File: config.mk
export PLATFORM = sky130hd
export DESIGN_NAME = bitmap_block_allocator_core
export DESIGN_NICKNAME = d
export VERILOG_FILES = /design/src/sv/bba_pkg.sv /design/src/sv/bitmap_block_allocator_core.sv
export SDC_FILE = /design/constraint.sdc
export NUM_CORES = 2
export LEC_CHECK = 0
export ABC_CLOCK_PERIOD_IN_PS = 10700
export BUFFER_PORTS_ARGS = -buffer_cell sky130_fd_sc_hd__buf_2
export CAP_MARGIN = 15
export CORE_MARGIN = 3
export CORE_UTILIZATION = 30
export DETAILED_ROUTE_END_ITERATION = 6
export PLACE_DENSITY = 0.43
export REMOVE_ABC_BUFFERS = 1
export SETUP_SLACK_MARGIN = 0.3
export SLEW_MARGIN = 20
export SYNTH_ARGS = -nofsm -noshare
export SYNTH_HDL_FRONTEND = slang
export SYNTH_SLANG_ARGS = --single-unit
File: constraint.sdc
create_clock -name clk -period 10.7 [get_ports clk]
set_clock_uncertainty 0.15 [all_clocks]
set_input_delay 0 -clock clk [delete_from_list [all_inputs] [get_ports clk]]
set_output_delay 0 -clock clk [all_outputs]
set_load 0.005 [all_outputs]
File: src/sv/bba_pkg.sv
// Shared constants, codes and types of the bitmap block allocator.
// Has no dependencies; bitmap_block_allocator_core imports it.
package bba_pkg;

  localparam int MAX_BLOCKS = 1024;
  localparam int WORD_W     = (MAX_BLOCKS < 64) ? MAX_BLOCKS / 2 : 32;
  localparam int NUM_WORDS  = MAX_BLOCKS / WORD_W;
  localparam int BLK_W      = $clog2(MAX_BLOCKS);
  localparam int CNT_W      = BLK_W + 1;
  localparam int BIT_W      = $clog2(WORD_W);
  localparam int WADDR_W    = $clog2(NUM_WORDS);

  localparam int BS_W      = 13;
  localparam int COUNT_W   = 11;
  localparam int CFG_W     = 13;
  localparam int SIZE_W    = 23;
  localparam int IDX_W     = 10;
  localparam int ACT_W     = 2;
  localparam int STAT_W    = 2;
  localparam int DIVD_W    = SIZE_W + 1;
  localparam int SUM_W     = DIVD_W + 1;
  localparam int DIV_STEPS = DIVD_W;
  localparam int STEP_W    = $clog2(DIV_STEPS);

  typedef logic [ACT_W-1:0]  action_t;
  typedef logic [STAT_W-1:0] status_t;
  typedef logic              cfg_idx_t;
  typedef logic [WORD_W-1:0] word_t;

  localparam action_t ACT_ALLOC   = 2'd0;
  localparam action_t ACT_RELEASE = 2'd1;
  localparam action_t ACT_RESIZE  = 2'd2;

  localparam status_t ST_DONE      = 2'd0;
  localparam status_t ST_NONE_FREE = 2'd1;
  localparam status_t ST_COMPACT   = 2'd2;

  localparam cfg_idx_t CFG_BLK_BYTES     = 1'b0;
  localparam cfg_idx_t CFG_BLOCKS_IN_USE = 1'b1;

endpackage

File: src/sv/bitmap_block_allocator_core.sv
// Bitmap block allocator: used/free map in a word-wide memory, first-fit allocate,
// release and resize of block extents. Depends on bba_pkg.
//
// Usage:
//   Configuration: cfg_we writes cfg_data into register cfg_index (0 bytes per block,
//   1 managed block count) at the clock edge; write only while no request is in flight.
//   Input channel: a request beat (action, start_block, old_size, new_size) is
//   taken when in_valid is high and in_stall is low. in_stall is high from the
//   accept until the result moves into the output register.
//   Output channel: one beat (status, block_index) per request, held in an output
//   register until out_valid is high and out_stall is low. The next request is
//   accepted while that beat still waits; its result then waits for the register.
//   Steps from accept to out_valid: the map is 32-bit words, each visited in a read
//   state and then a check or write state. Allocate scans words in order, up to 32
//   at 1024 blocks. Release runs the divider, then clears its words. Resize runs the
//   divider twice, then walks its words, and a growth that passes its check visits
//   its words twice. A new request is taken once back in idle after a result loads.
//   Reset: all blocks free (per-word valid bits clear), 64 bytes per block,
//   1024 managed blocks, no beat pending. No clearing pass is needed.
module bitmap_block_allocator_core (
  input  logic                        clk,
  input  logic                        rst,
  input  logic                        cfg_we,
  input  bba_pkg::cfg_idx_t           cfg_index,
  input  logic [bba_pkg::CFG_W-1:0]   cfg_data,
  input  logic                        in_valid,
  output logic                        in_stall,
  input  bba_pkg::action_t            action,
  input  logic [bba_pkg::IDX_W-1:0]   start_block,
  input  logic [bba_pkg::SIZE_W-1:0]  old_size,
  input  logic [bba_pkg::SIZE_W-1:0]  new_size,
  output logic                        out_valid,
  input  logic                        out_stall,
  output bba_pkg::status_t            status,
  output logic [bba_pkg::IDX_W-1:0]   block_index
);
  import bba_pkg::*;

  typedef enum logic [7:0] {
    S_IDLE      = 8'b0000_0001,
    S_ALLOC_RD  = 8'b0000_0010,
    S_ALLOC_CHK = 8'b0000_0100,
    S_DIV       = 8'b0000_1000,
    S_SETUP     = 8'b0001_0000,
    S_RNG_RD    = 8'b0010_0000,
    S_RNG_WR    = 8'b0100_0000,
    S_DONE      = 8'b1000_0000
  } state_t;

  typedef enum logic [1:0] {
    M_CLEAR = 2'd0,
    M_CHECK = 2'd1,
    M_SET   = 2'd2
  } mode_t;

  state_t state;
  mode_t  mode;

  logic [BS_W-1:0]    blk_bytes;
  logic [COUNT_W-1:0] blocks_in_use;

  action_t            act_q;
  logic [IDX_W-1:0]   start_q;
  logic [SIZE_W-1:0]  old_q;
  logic [SIZE_W-1:0]  new_q;
  status_t            res_status;
  logic [BLK_W-1:0]   res_idx;

  // divider
  logic [DIVD_W-1:0]  dq;
  logic [BS_W-1:0]    rem;
  logic [STEP_W-1:0]  step;
  logic               div_sel;
  logic [DIVD_W-1:0]  nb_old;
  logic [DIVD_W-1:0]  nb_new;

  // word walk
  logic [WADDR_W-1:0] wptr;
  logic [WADDR_W-1:0] wlast;
  logic [BLK_W-1:0]   rlo;
  logic [CNT_W-1:0]   rhi;

  // map memory
  word_t              mem [NUM_WORDS];
  logic [NUM_WORDS-1:0] mem_vld;
  word_t              rd_data;
  logic               rd_vld;
  logic               mem_we;
  word_t              mem_wdata;

  logic [BS_W-1:0]    bs_eff;
  logic [CNT_W-1:0]   cnt_eff;
  logic [CNT_W-1:0]   cnt_m1;
  logic [WADDR_W-1:0] alast;
  logic [BS_W:0]      shifted;
  logic               ge;
  logic [BS_W-1:0]    rem_next;
  logic [DIVD_W-1:0]  dq_next;
  logic [DIVD_W-1:0]  dvd_old;
  logic [DIVD_W-1:0]  dvd_new;

  logic [SUM_W-1:0]   base;
  logic [SUM_W-1:0]   s_old;
  logic [SUM_W-1:0]   s_new;
  logic [SUM_W-1:0]   lo_sel;
  logic [SUM_W-1:0]   hi_sel;
  mode_t              mode_sel;
  logic               skip;
  logic               compact;
  logic [CNT_W-1:0]   hi_clip;
  logic [CNT_W-1:0]   hi_clip_m1;
  logic               empty;

  word_t              rd_word;
  word_t              lo_mask;
  word_t              hi_mask;
  word_t              rmask;
  logic [CNT_W-1:0]   rhi_m1;
  word_t              amask;
  word_t              free;
  logic [BIT_W-1:0]   fbit;
  logic               out_load;

  assign in_stall = (state != S_IDLE);

  // Configuration registers
  always_ff @(posedge clk) begin
    if (rst) begin
      blk_bytes     <= BS_W'(64);
      blocks_in_use <= COUNT_W'(1024);
    end else if (cfg_we) begin
      unique case (cfg_index)
        CFG_BLK_BYTES:     blk_bytes     <= cfg_data[BS_W-1:0];
        CFG_BLOCKS_IN_USE: blocks_in_use <= cfg_data[COUNT_W-1:0];
        default: ;
      endcase
    end
  end

  assign bs_eff  = (blk_bytes == '0) ? BS_W'(1) : blk_bytes;
  assign cnt_eff = (32'(blocks_in_use) > MAX_BLOCKS) ? CNT_W'(MAX_BLOCKS)
                                                     : CNT_W'(blocks_in_use);
  assign cnt_m1  = cnt_eff - CNT_W'(1);
  assign alast   = cnt_m1[BLK_W-1:BIT_W];

  // Restoring divider, one quotient bit per cycle
  assign shifted  = {rem, dq[DIVD_W-1]};
  assign ge       = (shifted >= {1'b0, bs_eff});
  assign rem_next = ge ? BS_W'(shifted - {1'b0, bs_eff}) : shifted[BS_W-1:0];
  assign dq_next  = {dq[DIVD_W-2:0], ge};
  assign dvd_old  = DIVD_W'(old_size) + DIVD_W'(bs_eff) - DIVD_W'(1);
  assign dvd_new  = DIVD_W'(new_q) + DIVD_W'(bs_eff) - DIVD_W'(1);

  // Extent bounds from the block counts
  assign base  = SUM_W'(start_q);
  assign s_old = base + SUM_W'(nb_old);
  assign s_new = base + SUM_W'(nb_new);

  always_comb begin
    lo_sel   = base;
    hi_sel   = s_old;
    mode_sel = M_CLEAR;
    skip     = 1'b0;
    compact  = 1'b0;
    if (act_q == ACT_RESIZE) begin
      priority if (new_q < old_q) begin
        lo_sel = s_new;
        hi_sel = s_old;
      end else if (new_q > old_q && nb_new > nb_old) begin
        lo_sel   = s_old;
        hi_sel   = s_new;
        mode_sel = M_CHECK;
        compact  = (s_new > SUM_W'(cnt_eff));
      end else begin
        skip = 1'b1;
      end
    end
  end

  assign hi_clip    = (hi_sel > SUM_W'(MAX_BLOCKS)) ? CNT_W'(MAX_BLOCKS) : CNT_W'(hi_sel);
  assign hi_clip_m1 = hi_clip - CNT_W'(1);
  assign empty      = (lo_sel >= SUM_W'(hi_clip));

  // Bit masks for the current word
  assign rd_word = rd_vld ? rd_data : '0;
  assign rhi_m1  = rhi - CNT_W'(1);
  assign lo_mask = (wptr == rlo[BLK_W-1:BIT_W]) ? ('1 << rlo[BIT_W-1:0]) : '1;
  assign hi_mask = (wptr == wlast) ? ('1 >> (BIT_W'(WORD_W - 1) - rhi_m1[BIT_W-1:0])) : '1;
  assign rmask   = lo_mask & hi_mask;
  assign amask   = (wptr == alast) ? ('1 >> (BIT_W'(WORD_W - 1) - cnt_m1[BIT_W-1:0])) : '1;
  assign free    = ~rd_word & amask;

  always_comb begin
    fbit = '0;
    for (int i = WORD_W - 1; i >= 0; i--) begin
      if (free[i]) begin
        fbit = BIT_W'(i);
      end
    end
  end

  always_comb begin
    mem_we    = 1'b0;
    mem_wdata = rd_word;
    if (state == S_ALLOC_CHK && free != '0) begin
      mem_we    = 1'b1;
      mem_wdata = rd_word | (word_t'(1) << fbit);
    end else if (state == S_RNG_WR && mode == M_CLEAR) begin
      mem_we    = 1'b1;
      mem_wdata = rd_word & ~rmask;
    end else if (state == S_RNG_WR && mode == M_SET) begin
      mem_we    = 1'b1;
      mem_wdata = rd_word | rmask;
    end
  end

  // Map memory; a word never written reads as all free
  always_ff @(posedge clk) begin
    if (mem_we) begin
      mem[wptr] <= mem_wdata;
    end
    rd_data <= mem[wptr];
    rd_vld  <= mem_vld[wptr];
  end

  always_ff @(posedge clk) begin
    if (rst) begin
      mem_vld <= '0;
    end else if (mem_we) begin
      mem_vld[wptr] <= 1'b1;
    end
  end

  // Request sequencer
  always_ff @(posedge clk) begin
    if (rst) begin
      state <= S_IDLE;
    end else begin
      unique case (state)
        S_IDLE: begin
          if (in_valid) begin
            act_q      <= action;
            start_q    <= start_block;
            old_q      <= old_size;
            new_q      <= new_size;
            res_status <= (action == ACT_ALLOC && cnt_eff == '0) ? ST_NONE_FREE : ST_DONE;
            res_idx    <= '0;
            wptr       <= '0;
            dq         <= dvd_old;
            rem        <= '0;
            step       <= '0;
            div_sel    <= 1'b0;
            priority if (action == ACT_ALLOC) begin
              if (cnt_eff == '0) begin
                state <= S_DONE;
              end else begin
                state <= S_ALLOC_RD;
              end
            end else if (action == ACT_RELEASE || action == ACT_RESIZE) begin
              state <= S_DIV;
            end else begin
              state <= S_DONE;
            end
          end
        end
        S_ALLOC_RD: state <= S_ALLOC_CHK;
        S_ALLOC_CHK: begin
          priority if (free != '0) begin
            res_idx <= {wptr, fbit};
            state   <= S_DONE;
          end else if (wptr == alast) begin
            res_status <= ST_NONE_FREE;
            state      <= S_DONE;
          end else begin
            wptr  <= wptr + WADDR_W'(1);
            state <= S_ALLOC_RD;
          end
        end
        S_DIV: begin
          if (step == STEP_W'(DIV_STEPS - 1)) begin
            step <= '0;
            if (!div_sel) begin
              nb_old <= dq_next;
              if (act_q == ACT_RESIZE) begin
                dq      <= dvd_new;
                rem     <= '0;
                div_sel <= 1'b1;
              end else begin
                state <= S_SETUP;
              end
            end else begin
              nb_new <= dq_next;
              state  <= S_SETUP;
            end
          end else begin
            dq   <= dq_next;
            rem  <= rem_next;
            step <= step + STEP_W'(1);
          end
        end
        S_SETUP: begin
          priority if (skip) begin
            state <= S_DONE;
          end else if (compact) begin
            res_status <= ST_COMPACT;
            state      <= S_DONE;
          end else if (empty) begin
            state <= S_DONE;
          end else begin
            rlo   <= lo_sel[BLK_W-1:0];
            rhi   <= hi_clip;
            wptr  <= lo_sel[BLK_W-1:BIT_W];
            wlast <= hi_clip_m1[BLK_W-1:BIT_W];
            mode  <= mode_sel;
            state <= S_RNG_RD;
          end
        end
        S_RNG_RD: state <= S_RNG_WR;
        S_RNG_WR: begin
          if (mode == M_CHECK) begin
            priority if ((rd_word & rmask) != '0) begin
              res_status <= ST_COMPACT;
              state      <= S_DONE;
            end else if (wptr == wlast) begin
              // tail is free: rewind and mark it
              mode  <= M_SET;
              wptr  <= rlo[BLK_W-1:BIT_W];
              state <= S_RNG_RD;
            end else begin
              wptr  <= wptr + WADDR_W'(1);
              state <= S_RNG_RD;
            end
          end else if (wptr == wlast) begin
            state <= S_DONE;
          end else begin
            wptr  <= wptr + WADDR_W'(1);
            state <= S_RNG_RD;
          end
        end
        S_DONE: begin
          if (out_load) begin
            state <= S_IDLE;
          end
        end
        default: state <= S_IDLE;
      endcase
    end
  end

  // Output register: load when empty or being drained
  assign out_load = (state == S_DONE) && (!out_valid || !out_stall);

  always_ff @(posedge clk) begin
    if (rst) begin
      out_valid <= 1'b0;
    end else if (out_load) begin
      out_valid <= 1'b1;
    end else if (!out_stall) begin
      out_valid <= 1'b0;
    end
  end

  always_ff @(posedge clk) begin
    if (out_load) begin
      status      <= res_status;
      block_index <= IDX_W'(res_idx);
    end
  end

  a_out_from_done: assert property (@(posedge clk) disable iff (rst)
    $rose(out_valid) |-> $past(state == S_DONE))
    else $error("output beat raised without a finished request");

  a_alloc_in_range: assert property (@(posedge clk) disable iff (rst)
    (state == S_DONE && act_q == ACT_ALLOC && res_status == ST_DONE)
      |-> (CNT_W'(res_idx) < cnt_eff))
    else $error("allocated block beyond the managed count");

  a_walk_bound: assert property (@(posedge clk) disable iff (rst)
    (state == S_RNG_RD) |-> (wptr <= wlast))
    else $error("word walk passed the last word of the extent");

endmodule
==> summary.md <==
| Metric | Value |
|---|---|
| Final wirelength | `~190 mm` |
| DR WL/cell | `26.2 um` |
| Number of antenna violations at the first check in global routing | `7` |
| Buffers on Ports | `90` |
| Asr flop ratio synth | `0` |
| Post-CTS setup buffers | `0` |
| Worst vdd ir | `0.000125 V` |
| Synth Area in Simple Gates | `0.0740` |
| Top cell type's share of synthesized area | `0.615` |
| PwrDens | `about 180 nW/um2` |
| Core area | `just under 200000 um2` |
| Worst EP required | `10.96 ns` |
| Synth Cell Area | `around 60000 um2` |
| Worst Setup Slack, final | `around 3.3 ns` |
| Worst EP arrival | `about 7.6 ns` |
| Starting Density | `0.302` |
| CTS tree | `built` |
| Post-Syn Area per Cell | `between 10 and 15 um2` |
| DIE AREA | `205000 um2` |
| Place WS | `~3.3 ns` |
| Startpoint Class | `flop` |
| TritonRoute pass-1 iters | `6` |
| Pleak | `approximately 25 nW` |
| Top post-synthesis cells by area | `edfxtp_1 (62%), mux4_2 (10%), ha_1 (3.9%)` |
| H-tree levels | `4` |
| Initial DRC count | `3389` |
| Hold Crit Depth | `4` |
| Worst-Margin Slew | `around 1.1 ns` |
| Share of cells above drive strength 1 | `0.176` |
| Largest family of logic cells by synthesized area | `multiplexers` |
| RSZ-0062 raised after global routing | `no` |
| Root Driver | `clkbuf_16` |
| Setup crit end kind | `flop` |
| Hold_ws | `roughly 0.085 ns` |
| First-pass GRT wire length | `about 270 mm` |
| Status | `finished clean` |
| Hold Crit Class | `in2reg` |
| Max-cap viol count | `0` |
| Via-per-instance ratio | `5.20` |
| Cell Rows | `163` |
| Register area share after synthesis | `0.648` |
| Hold-fix buffers, CTS | `between 150 and 200` |
| Clk buf depth | `3` |
| Slew Viols, Final | `0` |
| Vias in the first global route | `37100` |
| Post-synthesis mux area share | `0.105` |
| WHS Endpoint | `state[3]$_SDFFE_PP0P_` |
| ANT nets after route | `0` |
| Fmax | `about 140 MHz` |
| Design area | `70800 um2` |
| Post-Synth Adder-Cell Area | `0.0410` |
| Reg-to-reg startpoint | `blocks_in_use[10]$_SDFFE_PP1P_` |
| Area after DPL | `around 64000 um2` |
| Die height | `approximately 450 um` |
| R2R cell count | `16` |
| Total gr overflow | `0` |
| Area leader, netlist | `edfxtp_1` |
| Final nets | `4604` |
| Reg2reg setup slack | `3.32 ns` |
| GR Util All Layers | `0.179` |
| Synth warn | `0` |
| Synth Flop Type | `edfxtp_1` |
| Largest net degree at the start of global routing | `100` |
| Die width | `between 400 and 500 um` |
| DR DRC count | `0` |
| R2R Path End | `mem[18][25]$_DFFE_PP_` |
| Library cells used by synthesis | `104` |
| Post-layout minimum cycle time | `approximately 7.4 ns` |
| Final worst-path cycle share | `0.690` |
| Cts repair resizes | `0` |
| Critical path fanouts, max | `36` |
| Final Hold Fails | `0` |
| Num CTS Buffers | `approximately 150` |
| Clock sink count | `approximately 1300` |
| Layout area overhead | `18.4%` |
| Setup CP Type | `reg2reg` |
| Clk_lat worst skew | `around 0.8 ns` |
| Compound-Gate Fraction of Synth Area | `0.0927` |
| CTS clk-pin slew, worst paths | `about 0.06 ns` |
| Via count | `about 37000` |
| Rel. slew slack | `0.264` |
| Fraction of synthesized cell area in xor and xnor cells | `0.0133` |
| Synth Instances | `3998` |
| #FFs+latches synth | `around 1300` |
| Final Setup Violations | `0` |
| Post-synth EDFFs | `~1200` |
| Hold Path Origin | `rst` |
| Final GP Congestion | `slightly below 0.9` |
| Detail Placement HPWL | `about 120 mm` |
| Number of top-level pins | `around 90` |
-- through the flow --
step	utilization	total power [mW]	cells	TNS [ns]
finish	0.358	12.4	7101	0
global route	0.358	12.9	7099	0
CTS	0.357	12.6	7092	0
detailed placement	0.325	7.55	6643	0
global placement	0.325	7.57	6643	0
floorplan	-	7.10	3818	-9433.94
-- cells in the final DEF, fill, tap and decap left out, drive strengths merged, types with 46 or more instances in the layout --
cell	count
nor3	57
xnor2	56
a31oi	46
dfxtp	98
a21o	47
nand2	245
nand4	65
ha	188
inv	225
nand3	49
a22oi	145
clkinv	54
buf	189
edfxtp	1224
dlygate4sd3	174
nor2	242
a21oi	180
mux4	264
clkbuf	200
o21ai	132
-- Yosys cell counts (10+ instances only) --
library cell / n
o21a_1: 23
o31ai_1: 14
mux2i_1: 27
or3_1: 26
ha_1: 188
and2_1: 32
nor3b_1: 11
a21o_1: 46
edfxtp_1: 1224
o22ai_1: 16
a221oi_1: 12
a21oi_1: 180
nor2_1: 242
o21ai_0: 120
xnor2_1: 56
or2_2: 12
nand2_1: 245
nand3_1: 49
clkbuf_1: 128
buf_1: 33
xor2_1: 35
mux4_2: 264
and3_1: 17
a22oi_1: 144
dfxtp_1: 98
inv_1: 211
nor3_1: 55
nor2b_1: 31
o221ai_1: 21
o211ai_1: 21
a211o_1: 13
o21bai_1: 10
nand2b_1: 32
buf_2: 10
nand4_1: 63
a211oi_1: 33
a31oi_1: 45
nor4_1: 19
nand3b_1: 13
-- report_power, final --
group          switching (mW)  total, mW  leakage (nW)  internal, mW
registers               0.161       5.88          12.8          5.72
logic                   0.970       1.60          9.45         0.632
clock network            2.17       4.95          2.27          2.78
-- layer usage --
| layer | track usage | share of wire | up-vias |
|---|---|---|---|
| li1 | - | - | 16500 |
| met3 | 0.0261 | 0.047 | 235 |
| met5 | 0 | 0 | - |
| met2 | 0.291 | 0.48 | 996 |
| met1 | 0.251 | 0.45 | 19200 |
| met4 | 0.0499 | 0.025 | 0 |
-- state kept, by name, indices dropped and copies added, names as in the netlist, 11 cells and up --
register       flops
new_q             23
blocks_in_use     11
rd_data           32
blk_bytes         13
old_q             23
mem_vld           32
rem               13
nb_new            24
mem             1024
nb_old            24
dq                24
-- cell families after synthesis --
logic type,count (synthesis)
simple gates,890
buf+inv,392
mux,297
flops,1322
compound gates,813
xor+xnor,91
fa+ha+maj,193
-- how the worst max path moves through the flow --
stage	startpoint	endpoint	depth (start not counted)
floorplan	wptr[0]$_DFFE_PP_	mem[0][0]$_DFFE_PP_	9
global placement	start_q[0]$_DFFE_PP_	wptr[0]$_DFFE_PP_	24
detailed placement	start_q[0]$_DFFE_PP_	wptr[4]$_DFFE_PP_	24
CTS	start_q[0]$_DFFE_PP_	wptr[4]$_DFFE_PP_	24
global route	blocks_in_use[10]$_SDFFE_PP1P_	mem[18][25]$_DFFE_PP_	16
finish	blocks_in_use[10]$_SDFFE_PP1P_	mem[18][25]$_DFFE_PP_	16
-- layout make-up --
type                            instances  area, um2
Fill cell                           18800     127000
Sequential cell                      1322      38700
Multi-Input combinational cell       2284      20200
Clock buffer                          200       4010
Tap cell                             2640       3300
Timing Repair Buffer                  363       3040
Inverter                              212        796
Clock inverter                         75        703
Antenna cell                            5       12.5
-- worst max-delay path, cell delays in order, from the launching register on --
cell      delay [ns]
dfxtp_1         0.73
inv_2           0.21
nand2_1         0.22
ha_1            0.38
inv_1           0.09
ha_1            0.74
nor2b_1         0.35
nor2_1          0.13
o21ai_0         0.32
o21ai_0         0.17
o211a_1         0.23
nand3b_1        0.18
nor4_4          0.11
o21ai_4         0.82
nand2_1         0.81
nor2_4          0.66
buf_4           0.61
(Power assumes the default switching activity.)
